**src/design/long_press_action_selector_unit_macros.svh**
```systemverilog
// Assertion macros for the long-press action selector
`ifndef LONG_PRESS_ACTION_SELECTOR_UNIT_MACROS_SVH
`define LONG_PRESS_ACTION_SELECTOR_UNIT_MACROS_SVH
`ifndef SYNTHESIS
`define LPAS_ASSERT_IMPL(label, clk, rst_n, ante, cons) \
	label: assert property (@(posedge clk) disable iff (!rst_n) (ante) |-> (cons)) \
		else $error("lpas assertion failed");
`define LPAS_ASSERT_NEXT(label, clk, rst_n, ante, cons) \
	label: assert property (@(posedge clk) disable iff (!rst_n) (ante) |=> (cons)) \
		else $error("lpas assertion failed");
`else
`define LPAS_ASSERT_IMPL(label, clk, rst_n, ante, cons)
`define LPAS_ASSERT_NEXT(label, clk, rst_n, ante, cons)
`endif
`endif

```
**src/design/lpas_pkg.sv**
```systemverilog
// Shared types and constants for the long-press action selector
package lpas_pkg;
	localparam int COUNT_W = 4;
	localparam int SETTING_WIDTH_DEF = 4;
	localparam int CFG_IDX_W = 2;
	localparam int HOLD_W = 13;
	localparam int TOGGLE_W = 12;
	localparam int FLASH_W = 8;
	localparam int LEVEL_W = 3;
	localparam int ACTION_W = 3;

	localparam int LVL1_MS = 5000;
	localparam int LVL2_MS = 3000;
	localparam int LVL3_MS = 1000;
	localparam int LVL4_MS = 25;
	localparam int PHASE_MS = 60;
	localparam int PERIOD_MS = 1000;

	typedef enum logic [LEVEL_W-1:0] {
		LVL_NONE    = 3'd0,
		LVL_SAVE    = 3'd1,
		LVL_POWER   = 3'd2,
		LVL_BAND    = 3'd3,
		LVL_CHANNEL = 3'd4
	} level_t;

	typedef enum logic [ACTION_W-1:0] {
		ACT_NONE    = 3'd0,
		ACT_CHANNEL = 3'd1,
		ACT_BAND    = 3'd2,
		ACT_POWER   = 3'd3,
		ACT_SAVE    = 3'd4
	} action_t;

	typedef enum logic [CFG_IDX_W-1:0] {
		REG_BAND_COUNT    = 2'd0,
		REG_CHANNEL_COUNT = 2'd1,
		REG_POWER_COUNT   = 2'd2,
		REG_DEVICE_READY  = 2'd3
	} cfg_reg_t;

	typedef struct packed {
		logic [COUNT_W-1:0] band_count;
		logic [COUNT_W-1:0] channel_count;
		logic [COUNT_W-1:0] power_count;
		logic               device_ready;
	} cfg_t;

	// release request from the hold timer to the settings unit
	typedef struct packed {
		logic   release_req;
		level_t level;
	} release_t;
endpackage

```
**src/design/lpas_hold.sv**
```systemverilog
// Press timer, hold level decode and LED blink sequencer
module lpas_hold (
	input  logic              clk,
	input  logic              arst_n,
	input  logic              adv,
	input  logic              down,
	output logic              led_next,
	output lpas_pkg::release_t rel
);
	import lpas_pkg::*;

	logic                pressing_q, pressing_n;
	logic [HOLD_W-1:0]   hold_q, hold_n;
	level_t              level_q, level_n;
	logic [TOGGLE_W-1:0] toggle_q, toggle_n;
	logic                led_q, led_n;
	logic [FLASH_W-1:0]  flash_q, flash_n;

	function automatic logic [TOGGLE_W-1:0] pause_ms(level_t lvl);
		logic [TOGGLE_W-1:0] p;
		case (lvl)
			LVL_SAVE:    p = TOGGLE_W'(PERIOD_MS - 2 * PHASE_MS * 1);
			LVL_POWER:   p = TOGGLE_W'(PERIOD_MS - 2 * PHASE_MS * 2);
			LVL_BAND:    p = TOGGLE_W'(PERIOD_MS - 2 * PHASE_MS * 3);
			LVL_CHANNEL: p = TOGGLE_W'(PERIOD_MS - 2 * PHASE_MS * 4);
			default:     p = '0;
		endcase
		return p;
	endfunction

	always_comb begin
		pressing_n = pressing_q;
		hold_n = hold_q;
		level_n = level_q;
		toggle_n = toggle_q;
		led_n = led_q;
		flash_n = flash_q;
		rel = '{release_req: 1'b0, level: level_q};
		if (down) begin
			if (!pressing_q) begin
				pressing_n = 1'b1;
				hold_n = '0;
				level_n = LVL_NONE;
				toggle_n = TOGGLE_W'(1);
				led_n = 1'b0;
				flash_n = '0;
			end else begin
				if (hold_q != {HOLD_W{1'b1}})
					hold_n = hold_q + HOLD_W'(1);
				if (toggle_q != '0)
					toggle_n = toggle_q - TOGGLE_W'(1);
			end
			if (hold_n > HOLD_W'(LVL1_MS))
				level_n = LVL_SAVE;
			else if (hold_n > HOLD_W'(LVL2_MS))
				level_n = LVL_POWER;
			else if (hold_n > HOLD_W'(LVL3_MS))
				level_n = LVL_BAND;
			else if (hold_n > HOLD_W'(LVL4_MS))
				level_n = LVL_CHANNEL;
			if (level_n != LVL_NONE && toggle_n == '0) begin
				led_n = !led_n;
				toggle_n = TOGGLE_W'(PHASE_MS + 1);
				if (!led_n)
					flash_n = flash_n + FLASH_W'(1);
				// last off phase of the group: pad the rest of the second
				if (flash_n == FLASH_W'(level_n)) begin
					toggle_n = TOGGLE_W'(PHASE_MS + 1) + pause_ms(level_n);
					flash_n = '0;
				end
			end
		end else if (pressing_q) begin
			pressing_n = 1'b0;
			rel.release_req = 1'b1;
			if (level_q != LVL_NONE)
				led_n = 1'b0;
			level_n = LVL_NONE;
		end
	end

	always_ff @(posedge clk or negedge arst_n) begin
		if (!arst_n) begin
			pressing_q <= 1'b0;
			hold_q <= '0;
			level_q <= LVL_NONE;
			toggle_q <= '0;
			led_q <= 1'b0;
			flash_q <= '0;
		end else if (adv) begin
			pressing_q <= pressing_n;
			hold_q <= hold_n;
			level_q <= level_n;
			toggle_q <= toggle_n;
			led_q <= led_n;
			flash_q <= flash_n;
		end
	end

	assign led_next = led_n;
endmodule

```
**src/design/lpas_settings.sv**
```systemverilog
// Band, channel and power setting registers and release actions
module lpas_settings #(
	parameter int SETTING_WIDTH = lpas_pkg::SETTING_WIDTH_DEF
) (
	input  logic                     clk,
	input  logic                     arst_n,
	input  logic                     adv,
	input  lpas_pkg::release_t       rel,
	input  lpas_pkg::cfg_t           cfg,
	output lpas_pkg::action_t        action_next,
	output logic [SETTING_WIDTH-1:0] band_next,
	output logic [SETTING_WIDTH-1:0] channel_next,
	output logic [SETTING_WIDTH-1:0] power_next
);
	import lpas_pkg::*;

	localparam int CW = (SETTING_WIDTH > COUNT_W ? SETTING_WIDTH : COUNT_W) + 1;

	logic [SETTING_WIDTH-1:0] band_q, channel_q, power_q;

	function automatic logic [SETTING_WIDTH-1:0] wrap_up(logic [SETTING_WIDTH-1:0] v,
		logic [COUNT_W-1:0] cnt);
		logic [CW-1:0] n;
		n = CW'(v) + CW'(1);
		return (n > CW'(cnt)) ? SETTING_WIDTH'(1) : n[SETTING_WIDTH-1:0];
	endfunction

	function automatic logic [SETTING_WIDTH-1:0] normalize(logic [SETTING_WIDTH-1:0] v,
		logic [COUNT_W-1:0] cnt);
		logic [SETTING_WIDTH-1:0] r;
		if (CW'(v) > CW'(cnt))
			r = SETTING_WIDTH'(1);
		else if (v == '0)
			r = SETTING_WIDTH'(cnt);
		else
			r = v;
		return r;
	endfunction

	logic [CW-1:0] power_inc;
	assign power_inc = CW'(power_q) + CW'(1);

	always_comb begin
		action_next = ACT_NONE;
		band_next = band_q;
		channel_next = channel_q;
		power_next = power_q;
		if (rel.release_req) begin
			case (rel.level)
				LVL_CHANNEL: begin
					if (cfg.device_ready) begin
						channel_next = wrap_up(channel_q, cfg.channel_count);
						band_next = normalize(band_q, cfg.band_count);
						action_next = ACT_CHANNEL;
					end
				end
				LVL_BAND: begin
					if (cfg.device_ready) begin
						band_next = wrap_up(band_q, cfg.band_count);
						channel_next = normalize(channel_q, cfg.channel_count);
						action_next = ACT_BAND;
					end
				end
				LVL_POWER: begin
					if (cfg.device_ready) begin
						power_next = (power_inc >= CW'(cfg.power_count)) ? '0 :
							power_inc[SETTING_WIDTH-1:0];
						action_next = ACT_POWER;
					end
				end
				LVL_SAVE: action_next = ACT_SAVE;
				default: action_next = ACT_NONE;
			endcase
		end
	end

	always_ff @(posedge clk or negedge arst_n) begin
		if (!arst_n) begin
			band_q <= SETTING_WIDTH'(1);
			channel_q <= SETTING_WIDTH'(1);
			power_q <= '0;
		end else if (adv) begin
			band_q <= band_next;
			channel_q <= channel_next;
			power_q <= power_next;
		end
	end
endmodule

```
**src/design/long_press_action_selector_unit.sv**
```systemverilog
// Long-press action selector top level: tick input, config registers, result register
// Takes one button sample per millisecond tick and returns one result per tick
// (LED state, action code, current band/channel/power). An item is taken every
// clock cycle unless the input is stalled; results pass through one input register,
// one pass of timer/level/setting logic, then the result register. A stalled
// result holds the input register, which stalls the input in turn.
// Configuration writes are always ready and take effect on the next cycle.
module long_press_action_selector_unit #(
	parameter int SETTING_WIDTH = lpas_pkg::SETTING_WIDTH_DEF
) (
	input  logic                             clk,
	input  logic                             arst_n,
	input  logic                             in_valid,
	output logic                             in_stall,
	input  logic                             button_down,
	output logic                             out_valid,
	input  logic                             out_stall,
	output logic                             led_lit,
	output logic [lpas_pkg::ACTION_W-1:0]    action_done,
	output logic [SETTING_WIDTH-1:0]         band_now,
	output logic [SETTING_WIDTH-1:0]         channel_now,
	output logic [SETTING_WIDTH-1:0]         power_now,
	input  logic                             cfg_valid,
	output logic                             cfg_ready,
	input  logic [lpas_pkg::CFG_IDX_W-1:0]   cfg_index,
	input  logic [lpas_pkg::COUNT_W-1:0]     cfg_data
);
	import lpas_pkg::*;
	`include "long_press_action_selector_unit_macros.svh"

	cfg_t cfg_q;
	logic valid_s1, down_s1;
	logic adv;
	logic led_nx;
	release_t rel;
	action_t act_nx;
	logic [SETTING_WIDTH-1:0] band_nx, channel_nx, power_nx;
	logic out_valid_q, led_q;
	logic [ACTION_W-1:0] action_q;
	logic [SETTING_WIDTH-1:0] band_q, channel_q, power_q;

	assign cfg_ready = 1'b1;

	always_ff @(posedge clk or negedge arst_n) begin
		if (!arst_n) begin
			cfg_q.band_count <= COUNT_W'(5);
			cfg_q.channel_count <= COUNT_W'(8);
			cfg_q.power_count <= COUNT_W'(4);
			cfg_q.device_ready <= 1'b1;
		end else if (cfg_valid && cfg_ready) begin
			case (cfg_reg_t'(cfg_index))
				REG_BAND_COUNT:    cfg_q.band_count <= cfg_data;
				REG_CHANNEL_COUNT: cfg_q.channel_count <= cfg_data;
				REG_POWER_COUNT:   cfg_q.power_count <= cfg_data;
				REG_DEVICE_READY:  cfg_q.device_ready <= cfg_data[0];
				default: ;
			endcase
		end
	end

	// stage 1 item moves on when the result register is free or being taken
	assign adv = valid_s1 && (!out_valid_q || !out_stall);
	assign in_stall = valid_s1 && !adv;

	always_ff @(posedge clk or negedge arst_n) begin
		if (!arst_n)
			valid_s1 <= 1'b0;
		else if (in_valid && !in_stall)
			valid_s1 <= 1'b1;
		else if (adv)
			valid_s1 <= 1'b0;
	end

	always_ff @(posedge clk) begin
		if (in_valid && !in_stall)
			down_s1 <= button_down;
	end

	lpas_hold u_hold (
		.clk      (clk),
		.arst_n   (arst_n),
		.adv      (adv),
		.down     (down_s1),
		.led_next (led_nx),
		.rel      (rel)
	);

	lpas_settings #(
		.SETTING_WIDTH (SETTING_WIDTH)
	) u_settings (
		.clk          (clk),
		.arst_n       (arst_n),
		.adv          (adv),
		.rel          (rel),
		.cfg          (cfg_q),
		.action_next  (act_nx),
		.band_next    (band_nx),
		.channel_next (channel_nx),
		.power_next   (power_nx)
	);

	always_ff @(posedge clk or negedge arst_n) begin
		if (!arst_n)
			out_valid_q <= 1'b0;
		else if (adv)
			out_valid_q <= 1'b1;
		else if (!out_stall)
			out_valid_q <= 1'b0;
	end

	always_ff @(posedge clk) begin
		if (adv) begin
			led_q <= led_nx;
			action_q <= act_nx;
			band_q <= band_nx;
			channel_q <= channel_nx;
			power_q <= power_nx;
		end
	end

	assign out_valid = out_valid_q;
	assign led_lit = led_q;
	assign action_done = action_q;
	assign band_now = band_q;
	assign channel_now = channel_q;
	assign power_now = power_q;

	`LPAS_ASSERT_IMPL(a_action_led_off, clk, arst_n, out_valid_q && action_q != ACT_NONE, !led_q)
	`LPAS_ASSERT_IMPL(a_stall_has_item, clk, arst_n, in_stall, valid_s1 && out_valid_q)
	`LPAS_ASSERT_NEXT(a_adv_fills_out, clk, arst_n, adv, out_valid_q)
endmodule

```
**config.mk**
```make
export PLATFORM = sky130hd
export DESIGN_NAME = long_press_action_selector_unit
export DESIGN_NICKNAME = d
export VERILOG_FILES = /design/src/design/lpas_pkg.sv /design/src/design/lpas_hold.sv /design/src/design/lpas_settings.sv /design/src/design/long_press_action_selector_unit.sv
export VERILOG_INCLUDE_DIRS = /design/src /design/src/design
export SDC_FILE = /design/constraint.sdc
export NUM_CORES = 1
export LEC_CHECK = 0
export ABC_AREA = 1
export CAP_MARGIN = 20
export CORE_UTILIZATION = 30
export DETAILED_ROUTE_END_ITERATION = 8
export DONT_BUFFER_PORTS = 1
export GPL_TIMING_DRIVEN = 0
export MAX_ROUTING_LAYER = met4
export PLACE_DENSITY = 0.45
export SLEW_MARGIN = 10
export SYNTH_ARGS = -nofsm -noshare
export SYNTH_HDL_FRONTEND = slang
export SYNTH_HIERARCHICAL = 1
export SYNTH_SLANG_ARGS = --single-unit
```
**constraint.sdc**
```tcl
create_clock -name clk -period 3.6 [get_ports clk]
set_clock_uncertainty 0.1 [all_clocks]
set_input_delay 0 -clock clk [delete_from_list [all_inputs] [get_ports clk]]
set_output_delay 0 -clock clk [all_outputs]
set_load 0.02 [all_outputs]
```
==> impl_metrics.tcl <==
set metrics [dict create \
    drt-initial-drc-count 360 \
    nets 931 \
    fin_tns_setup_ns 0 \
    routabilityCongestion 0.820 \
    cts_buffer_depth 2 \
    met3_usage 0.0276 \
    met2_usage 0.273 \
    die_w_um 145 \
    synth_area_um2 6110 \
    clk_pin_slew_ns 0.07 \
    setup_violations 0 \
    io_buffers 0 \
    wl_per_cell_um 13.9 \
    pin_count 31 \
    ant_nets 0 \
    crit_required_ns 3.78 \
    avgViaCountPerCell 4.70 \
    placed_cell_area_um2 6460 \
    cts_made_buffers 9 \
    hold_class "in -> async" \
    route.final.wire_length_mm 16.1 \
    fin_cells 1156 \
    die_y_um 145 \
    synthArstFlopShare 0.793 \
    crit_fanout 10 \
    num_vias 5435 \
    fin_area_um2 7050 \
    syn_nets 896 \
    finalCriticalPeriod_ns 3.29 \
    rows 51 \
    diodes 0 \
    cts.sinks 82 \
    p_leak_nw 3.46 \
    cts_tree "built" \
    crit_path_end_kind "flip-flop" \
    area_growth_pct 15.3 \
    grt_pass1_wl_mm 27.1 \
    grt_pass1_vias 5375 \
    grt_max_degree 66 \
    yosysWarningCount 6 \
    avgSynthCellArea_um2 7.19 \
    period_share 0.914 \
    post-cts-setup-buffers 0 \
    clk_latency_ns 0.35 \
    core_um2 19700 \
    ys_ff_latch 82 \
    placedCellCount 1117 \
    grt_antenna_before_repair 0 \
    synth_edf_count 17 \
    layout-drive-gt1-share 0.128 \
    power.density_nw_per_um2 522 \
    initial_core_util 0.310 \
    grt-ovfl-total 0 \
    dieArea_um2 21000 \
    multi_input_area_um2 3420 \
    drtPass1Iterations 4 \
    postSynthCellCount 851 \
    synth.distinct_cells 46 \
    ir_drop_uv 251 \
    maxSlewViolCount 0 \
    arrival_ns 3.47 \
    worst_slew_pin_slew_ns 0.639 \
    dpl.hpwl_mm 11.8 \
    worstSetupPathType "reg -> reg" \
    outcome "finished clean" \
    cap_violations 0 \
    cp-start-kind "flip-flop" \
    top_usage_layer "met2" \
    track_usage 0.173 \
    synth_top_flop_cell "dfrtp_1" \
    slew_headroom 0.574 \
    finalHoldViolCount 0 \
    nFillCells 2114 \
    route.detailed.drc 0 \
    use_met1 0.224 \
    root_buffer "clkbuf_16" \
    regArea_um2 2150 \
    max_freq_mhz 304 \
    cts_max_level 3 \
    synth_seq_area_share 0.351 \
]
## power breakdown
part           internal [mW]  switching (mW)  leakage (nW)
registers               1.14           0.228         0.991
clock network          0.545           0.434         0.156
logic                  0.487           0.850          2.32
total                   2.17            1.51          3.46
## flip-flops by register name, summed over array words and instances (netlist names)
register	flops
cfg_q	13
power_now	4
valid_s1	1
u_settings/power_q	4
channel_now	4
u_settings/channel_q	4
action_done	3
u_hold/level_q	3
u_hold/toggle_q	12
led_lit	1
u_hold/pressing_q	1
u_hold/hold_q	13
band_now	4
u_hold/led_q	1
down_s1	1
u_hold/flash_q	8
out_valid	1
u_settings/band_q	4
## repair_timing
item / in CTS / in global routing
gates cloned: 0 / 0
hold buffers: 24 / 0
hold endpoints to repair: 89 / 0
endpoints found under the setup margin: 11 / 9
gates resized for setup: 1 / 9
## cells in the mapped netlist (2+ instances only)
cell / n / area share
a21oi_1: 34 / 0.028
or2_1: 2 / 0.0020
nand2_1: 258 / 0.16
nor2_8: 2 / 0.0065
dfstp_2: 7 / 0.030
buf_6: 6 / 0.011
buf_1: 2 / 0.0012
o22ai_1: 3 / 0.0031
nand3_2: 13 / 0.021
nor3_1: 8 / 0.0065
nor2_1: 56 / 0.034
nor2_2: 5 / 0.0051
dfrtp_1: 58 / 0.24
nand3_1: 70 / 0.057
nand2_4: 4 / 0.0074
nand4_1: 29 / 0.030
edfxtp_1: 17 / 0.083
o21ai_0: 35 / 0.029
clkbuf_1: 9 / 0.0055
nor2_4: 2 / 0.0037
nor4_1: 3 / 0.0031
xor2_1: 20 / 0.029
o21ai_1: 9 / 0.0074
o21ai_2: 3 / 0.0043
inv_1: 102 / 0.063
a31oi_1: 4 / 0.0041
nand2_2: 19 / 0.019
buf_2: 5 / 0.0041
ha_1: 33 / 0.068
inv_2: 12 / 0.0074
nor3_2: 3 / 0.0049
a21oi_2: 4 / 0.0057
## logic make-up after synthesis
logic type	count (synthesis)	share of synthesized area
flip-flops	82	0.351
other	1	0.000613
AO/OA/AOI/OAI	96	0.0861
adder cells (fa/ha/maj)	33	0.0675
buffers and inverters	138	0.0937
AND/OR/NAND/NOR	480	0.371
XOR/XNOR	21	0.0301
## path summary, 6_finish.rpt
path	startpoint	endpoint	slack (ns)	cells past startpoint
max in group asynchronous	arst_n	u_settings/band_q[0]	2.98	2
setup reg to reg	u_hold/hold_q[1]	u_hold/toggle_q[10]	0.31	24
min in group clk	button_down	down_s1	0.19	1
hold / removal	arst_n	u_hold/hold_q[5]	0.1	2
hold reg to reg	cfg_q[2]	cfg_q[2]	0.38	2
setup / recovery	u_hold/hold_q[1]	u_hold/toggle_q[10]	0.31	24
## layer usage
metal	share of wire	up-vias
li1	-	2835
met1	0.50	2505
met2	0.45	78
met3	0.031	17
met4	0.015	0
met5	0	-
## cells in the final DEF (no fill, tap or decap), drive strengths merged, types with 7 or more instances in the layout
cell type      n
edfxtp        17
a21oi         38
buf           17
inv          118
ha            33
nand4         31
o21ai         47
clkbuf        18
dfrtp         58
nand2        281
nor2          65
nor3          12
dfstp          7
dlygate4sd3   23
xor2          20
nand3         83
## through the flow
| stage | util | hold WS [ns] | worst slack [ns] | power [mW] |
|---|---|---|---|---|
| 3_3_place_gp | 0.327 | -0.391 | -0.333 | 2.67 |
| 3_5_place_dp | 0.328 | -0.391 | -0.330 | 2.66 |
| 6_report | 0.358 | 0.0972 | 0.308 | 3.68 |
| 5_1_grt | 0.358 | 0.134 | -0.00274 | 4.01 |
| 2_1_floorplan | - | -0.396 | 0.579 | 2.34 |
| 4_1_cts | 0.357 | 0.108 | 0.138 | 3.72 |
## final cells by class
class | instances | share of cell area
clock buffers | 11 | 0.0374
clock inverters | 5 | 0.00692
flip-flops and latches | 82 | 0.304
well taps | 265 | 0.0470
multi-input cells | 631 | 0.484
inverters | 115 | 0.0612
repair buffers | 25 | 0.0387
plain buffers | 22 | 0.0200
## worst max-delay path: stages (launching register included)
cell,delay [ns]
dfrtp_1,0.45
ha_4,0.20
nand3_2,0.13
nor2_4,0.20
nand2_2,0.09
buf_6,0.16
nand3_2,0.09
nand2_1,0.10
nand2_1,0.13
nor2_1,0.05
nand2_1,0.07
nand2_1,0.05
nand2_1,0.06
nand2_2,0.11
nand2_2,0.16
inv_1,0.09
nor3_2,0.21
inv_1,0.06
nand2_1,0.08
ha_1,0.15
ha_1,0.15
nand2_1,0.06
nand3_1,0.07
nand3_1,0.07
o21ai_1,0.13
No activity file was read; power rests on OpenSTA's default activity.
